### config.mk
export PLATFORM = sky130hd
export DESIGN_NAME = isitf_counters
export DESIGN_NICKNAME = d
export VERILOG_FILES = /design/src/isitf_pkg.sv /design/src/isitf_counters.sv
export SDC_FILE = /design/constraint.sdc
export NUM_CORES = 1
export LEC_CHECK = 0
export ABC_AREA = 0
export BUFFER_PORTS_ARGS = -buffer_cell sky130_fd_sc_hd__buf_2
export CAP_MARGIN = 20
export CORE_MARGIN = 2
export CORE_UTILIZATION = 40
export CTS_CLUSTER_DIAMETER = 60
export CTS_CLUSTER_SIZE = 14
export DETAILED_ROUTE_END_ITERATION = 12
export GPL_ROUTABILITY_DRIVEN = 1
export PLACE_DENSITY = 0.66
export SLEW_MARGIN = 40
export SYNTH_ARGS = -nofsm -noshare
export SYNTH_HDL_FRONTEND = slang
export SYNTH_SLANG_ARGS = --single-unit
export TNS_END_PERCENT = 50
### constraint.sdc
create_clock -name clk_i -period 6.83 [get_ports clk_i]
set_input_delay 1.0245 -clock clk_i [delete_from_list [all_inputs] [get_ports clk_i]]
set_output_delay 1.0245 -clock clk_i [all_outputs]
set_load 0.05 [all_outputs]
### src/isitf_pkg.sv
package isitf_pkg;

  localparam int unsigned MaxChannelsDef  = 1024;
  localparam int unsigned MaxTimeStepsDef = 16777216;

  localparam int unsigned SampleW = 32;
  localparam int unsigned FloatW  = 32;
  localparam int unsigned CfgIdxW = 3;
  localparam int unsigned CfgDatW = 32;

  // Register indexes of the configuration port.
  typedef enum logic [CfgIdxW-1:0] {
    REG_WIDE_SAMPLES = 3'd0,
    REG_CHANNEL_COUNT = 3'd1,
    REG_POL_COUNT    = 3'd2,
    REG_DIM_COUNT    = 3'd3,
    REG_TIME_STEPS   = 3'd4
  } reg_idx_e;

  // Result of one conversion step.
  typedef struct packed {
    logic [9:0]  channel_index;
    logic        polarization_index;
    logic [24:0] array_offset;
    logic [31:0] float_bits;
    logic        block_end;
  } result_t;

  // Unsigned 32-bit integer to IEEE single, round to nearest even.
  function automatic logic [31:0] to_single(input logic [31:0] v);
    logic [4:0]  p;
    logic [7:0]  expo;
    logic [31:0] norm;
    logic [23:0] mant;
    logic        guard;
    logic        sticky;
    logic [24:0] rnd;
    p = 5'd0;
    for (int i = 0; i < 32; i++) begin
      if (v[i]) p = 5'(i);
    end
    norm = v << (5'd31 - p);
    mant = norm[31:8];
    guard = norm[7];
    sticky = |norm[6:0];
    rnd = {1'b0, mant} + 25'(guard & (sticky | mant[0]));
    expo = 8'd127 + {3'd0, p};
    if (v == 32'd0) begin
      to_single = 32'd0;
    end else if (rnd[24]) begin
      to_single = {1'b0, expo + 8'd1, 23'd0};
    end else begin
      to_single = {1'b0, expo, rnd[22:0]};
    end
  endfunction

endpackage

### src/isitf_counters.sv
module isitf_counters #(
  parameter int unsigned MaxChannels  = isitf_pkg::MaxChannelsDef,
  parameter int unsigned MaxTimeSteps = isitf_pkg::MaxTimeStepsDef
) (
  input  logic        clk_i,
  input  logic        rst_ni,
  input  logic        step_i,
  input  logic [10:0] channel_count_i,
  input  logic [1:0]  pol_count_i,
  input  logic [1:0]  dim_count_i,
  input  logic [24:0] time_steps_i,
  output logic [9:0]  channel_index_o,
  output logic        polarization_index_o,
  output logic [24:0] array_offset_o,
  output logic        block_end_o
);
  import isitf_pkg::*;

  logic        dim_q, dim_d, pol_q, pol_d;
  logic [9:0]  chan_q, chan_d;
  logic [23:0] time_q, time_d;
  logic [25:0] nchan, ntime;
  logic        ndim2, npol2;
  logic        last_dim, last_pol, last_chan, last_time;

  // Effective counts: zero acts as one, large values saturate.
  always_comb begin
    nchan = (channel_count_i == 11'd0) ? 26'd1 :
            ({15'd0, channel_count_i} > 26'(MaxChannels)) ? 26'(MaxChannels) :
            {15'd0, channel_count_i};
    ntime = (time_steps_i == 25'd0) ? 26'd1 :
            ({1'b0, time_steps_i} > 26'(MaxTimeSteps)) ? 26'(MaxTimeSteps) :
            {1'b0, time_steps_i};
    ndim2 = dim_count_i[1];
    npol2 = pol_count_i[1];
  end

  assign last_dim  = !ndim2 || dim_q;
  assign last_pol  = !npol2 || pol_q;
  assign last_chan = {16'd0, chan_q} >= nchan - 26'd1;
  assign last_time = {2'd0, time_q} >= ntime - 26'd1;

  assign channel_index_o      = chan_q;
  assign polarization_index_o = pol_q;
  assign array_offset_o       = ndim2 ? {time_q, dim_q} : {1'b0, time_q} + {24'd0, dim_q};
  assign block_end_o          = last_dim && last_pol && last_chan && last_time;

  // Nested wrap of the sample position counters.
  always_comb begin
    dim_d  = dim_q;
    pol_d  = pol_q;
    chan_d = chan_q;
    time_d = time_q;
    if (!last_dim) begin
      dim_d = 1'b1;
    end else begin
      dim_d = 1'b0;
      if (!last_pol) begin
        pol_d = 1'b1;
      end else begin
        pol_d = 1'b0;
        if (!last_chan) begin
          chan_d = chan_q + 10'd1;
        end else begin
          chan_d = 10'd0;
          time_d = last_time ? 24'd0 : time_q + 24'd1;
        end
      end
    end
  end

  always_ff @(posedge clk_i or negedge rst_ni) begin
    if (!rst_ni) begin
      dim_q  <= 1'b0;
      pol_q  <= 1'b0;
      chan_q <= 10'd0;
      time_q <= 24'd0;
    end else if (step_i) begin
      dim_q  <= dim_d;
      pol_q  <= pol_d;
      chan_q <= chan_d;
      time_q <= time_d;
    end
  end

`ifndef SYNTHESIS
  a_dim_wrap: assert property (@(posedge clk_i) disable iff (!rst_ni)
    step_i && !ndim2 |=> !dim_q) else $error("dimension counter left zero");
  a_end_wraps: assert property (@(posedge clk_i) disable iff (!rst_ni)
    step_i && block_end_o |=> chan_q == 10'd0 && time_q == 24'd0)
    else $error("counters did not restart after block end");
  a_hold: assert property (@(posedge clk_i) disable iff (!rst_ni)
    !step_i |=> $stable(time_q) && $stable(chan_q))
    else $error("counters moved without an item");
`endif
endmodule

==> impl_metrics.toml <==
[setup_path]
worstReg2RegEnd = "time_q[17]"
cp.arrival_ps = 5350
critPathTopFamily = "simple AND/OR/NAND/NOR gates"
cp-end-kind = "primary output"
ff2ff_setup_slack_ps = 3560
cp_common_cell = "o21ai_0"
cp_max_fo = 7
crit_required_ps = 5810
r2r_start = "time_q[7]"
cp_slowest_cell = "or4_1"
ff2ff_path_depth = 9
max_stage_delay_ps = 560
worst-setup-path-type = "in -> out"
startpoint_type = "input pin"
cp_num_buf_inv = 2
crit_chain = "buf_2, or4_1, or4_4, nor2_4, o21ai_0, ha_1, o21ai_0, a21oi_1, o21ai_0, or3_1, a31oi_1, ha_1, and4_1, nand3_1, a211oi_1, a21oi_1, a31oi_2, and4_1, buf_2"

[worst_hold_path]
whs_endpoint = "polarization_index_o"
hp-class = "reg -> reg"
hp-start = "polarization_index_o"
hold_depth = 2

[clock_network]
clock_latency_ps = 290
cts_tree = "done"
root_buffer = "clkbuf_8"
clk_pin_slew_ps = 70
ctsHoldBuffers = 0
cts.sinks = 36
clock_path_buffers = 2
h-tree-depth = 2
cts_buffers = 5

[global_route]
grt_max_degree = 37
grt_overflow_total = 0
antenna_found_initial = 0
busiest_layer = "met2"
grt_pass1_vias = 4075
grtUsageMet3 = 0.0237
grtUsageTotal = 0.209
grt_use_met2 = 0.349
grt_pass1_wl_mm = 19.8
grt_util_met1 = 0.300

[synthesis]
synth_async_sr_flop_share = 1.00
syn_inst = 573
seq_area_frac_synth = 0.213
ys_types = 60
synth-seq-cells = 36
syn_area_mm2 = 0.00422
synth_edf_count = 0
syn_area_per_cell_um2 = 7.37
ys_warn_count = 0
yosys_most_used_dff = "dfrtp_1"
synth_nets = 656

[pwr]
p_per_area_mw_per_mm2 = 147
power_uw = 709
leakagePower_uw = 0.00206
sw_frac_of_total = 0.383
peakVddDrop_mv = 0.176
p_seq_frac = 0.363
p_switching_uw = 271
clockPowerShare = 0.298
combinationalPowerShare = 0.339
internal_power_uw = 438

[timing]
hold_viol_final = 0
rsz0062_at_grt = "no"
relSlewSlack = 0.575
setup_violations = 0
slew_viol_final = 0
worstMarginPinSlew_ps = 637
finalCritPeriodShare = 0.933
finalSetupTns_ps = 0
fmax_ghz = 0.157
period_needed_ps = 6370
finClkSkew_ps = 3.69

[cells_and_area]
fill_cells = 1070
drive_gt1_frac = 0.156
final_area_mm2 = 0.00483
fin_util = 0.470
seq_area_um2 = 901
fin_nets = 716
layout.cells.most_common_list = "buf_2, nand2_1, o21ai_0, nor2_1, ha_1"
diodes = 0
area_growth_syn_to_layout_pct = 14.4
multi_input_area_mm2 = 0.00318
final_common_cell = "buf_2"

[floorplan]
core_area_mm2 = 0.0103
start_util = 0.411
rows = 37
fp.dieH_um = 107
fp.dieArea_mm2 = 0.0114
die_w_um = 107
io_pins = 80

[detailed_routing]
dr.pass1.iters = 4
drt-initial-drc-count = 301
routed_wl_mm = 11.8
drt-wirelength-per-cell_um = 15.3
via_count = 4485
route.antenna.remaining_nets = 0
drc = 0
vias_per_cell = 5.82

[placed_design]
dpl_cell_area_mm2 = 0.00469
place_congestion = 0.882
io_buffers = 77
dp_hpwl_mm = 9.05

[run_status]
outcome = "finished, final reports clean"

[flow_run]
max_cap_viol_count = 0
[cells by family (layout without fill, tap and decap cells)]
family                   Yosys count  count (layout)  share of synthesized area
AND/OR/NAND/NOR                  256             256                      0.311
multiplexers                       8               8                     0.0196
adder cells (fa/ha/maj)           40              40                      0.119
XOR/XNOR                          29              29                     0.0602
AO/OA/AOI/OAI                    165             165                      0.240
buffers and inverters             39             100                     0.0368
flip-flops                        36              36                      0.213
[timing repair]
action / 4_1_cts / 5_1_grt
setup buffers: 0 / 0
resized for setup: 0 / 2
endpoints found under the setup margin: 0 / 1
[synth_stat cells (8+ instances only)]
cell type  number  share of area
xor2_1         12          0.025
ha_1           40           0.12
o211ai_1       11          0.020
clkbuf_1       21          0.019
or3_1          11          0.016
nor3_1         22          0.026
nor2_1         48          0.043
and3_1         12          0.018
xnor2_1        17          0.035
o21ai_0        63          0.075
nand4_1        10          0.015
nand2b_1       11          0.016
or4_1           8          0.014
nor4_1          8          0.012
nor2b_1         9          0.013
nand2_1        66          0.059
a21oi_1        31          0.037
inv_1          12          0.011
nand3_1        27          0.032
dfrtp_1        36           0.21
[per-stage QoR]
step	setup WS [ps]	hold WS, ps	std cells
after floorplan	674	521	573
final	460	537	770
after CTS	260	535	770
after global routing	97.8	567	770
after detailed placement	280	515	762
after global placement	312	473	762
[worst max path at each step]
stage                        to              from  slack (ps)  depth (start not counted)
detailed placement  block_end_o   time_steps_i[7]         280                         20
global placement    block_end_o  time_steps_i[16]         310                         20
global route        block_end_o   time_steps_i[7]         100                         19
floorplan           block_end_o  time_steps_i[20]         670                         18
CTS                 block_end_o   time_steps_i[7]         260                         20
finish              block_end_o  time_steps_i[20]         460                         19
[worst register-to-register path, stage by stage (launching register included)]
cell	delay, ps
dfrtp_1	520
ha_1	390
nand4_1	130
or4_1	550
nand3_1	90
a21oi_1	80
a31oi_2	310
buf_4	290
and2_1	570
o21ai_0	200
[registers in the layout, summed over array words and instances, names as in the netlist]
register,cells
dim_q,1
channel_index_o,10
time_q,24
polarization_index_o,1
[area by class of cell]
type	count	share of cell area
multi-input combinational	498	0.658
sequential	36	0.187
timing repair buffer	80	0.0850
tap	136	0.0352
clock buffer	7	0.0199
inverter	12	0.00933
clock inverter	1	0.00622
[routing by layer]
| metal | wire, um | vias up |
|---|---|---|
| met5 | 0 | - |
| met4 | 55 | 0 |
| met3 | 459 | 8 |
| met2 | 5510 | 104 |
| met1 | 5780 | 2122 |
| li1 | - | 2251 |
[power groups by stage]
| stage | combinational (uW) | clock [uW] | sequential, uW |
|---|---|---|---|
| floorplan | 118 | 0 | 307 |
| global placement | 231 | 0 | 260 |
| detailed placement | 239 | 0 | 262 |
| CTS | 241 | 212 | 258 |
| global route | 268 | 223 | 262 |
| finish | 240 | 211 | 257 |
No activity file was read; power rests on OpenSTA's default activity.
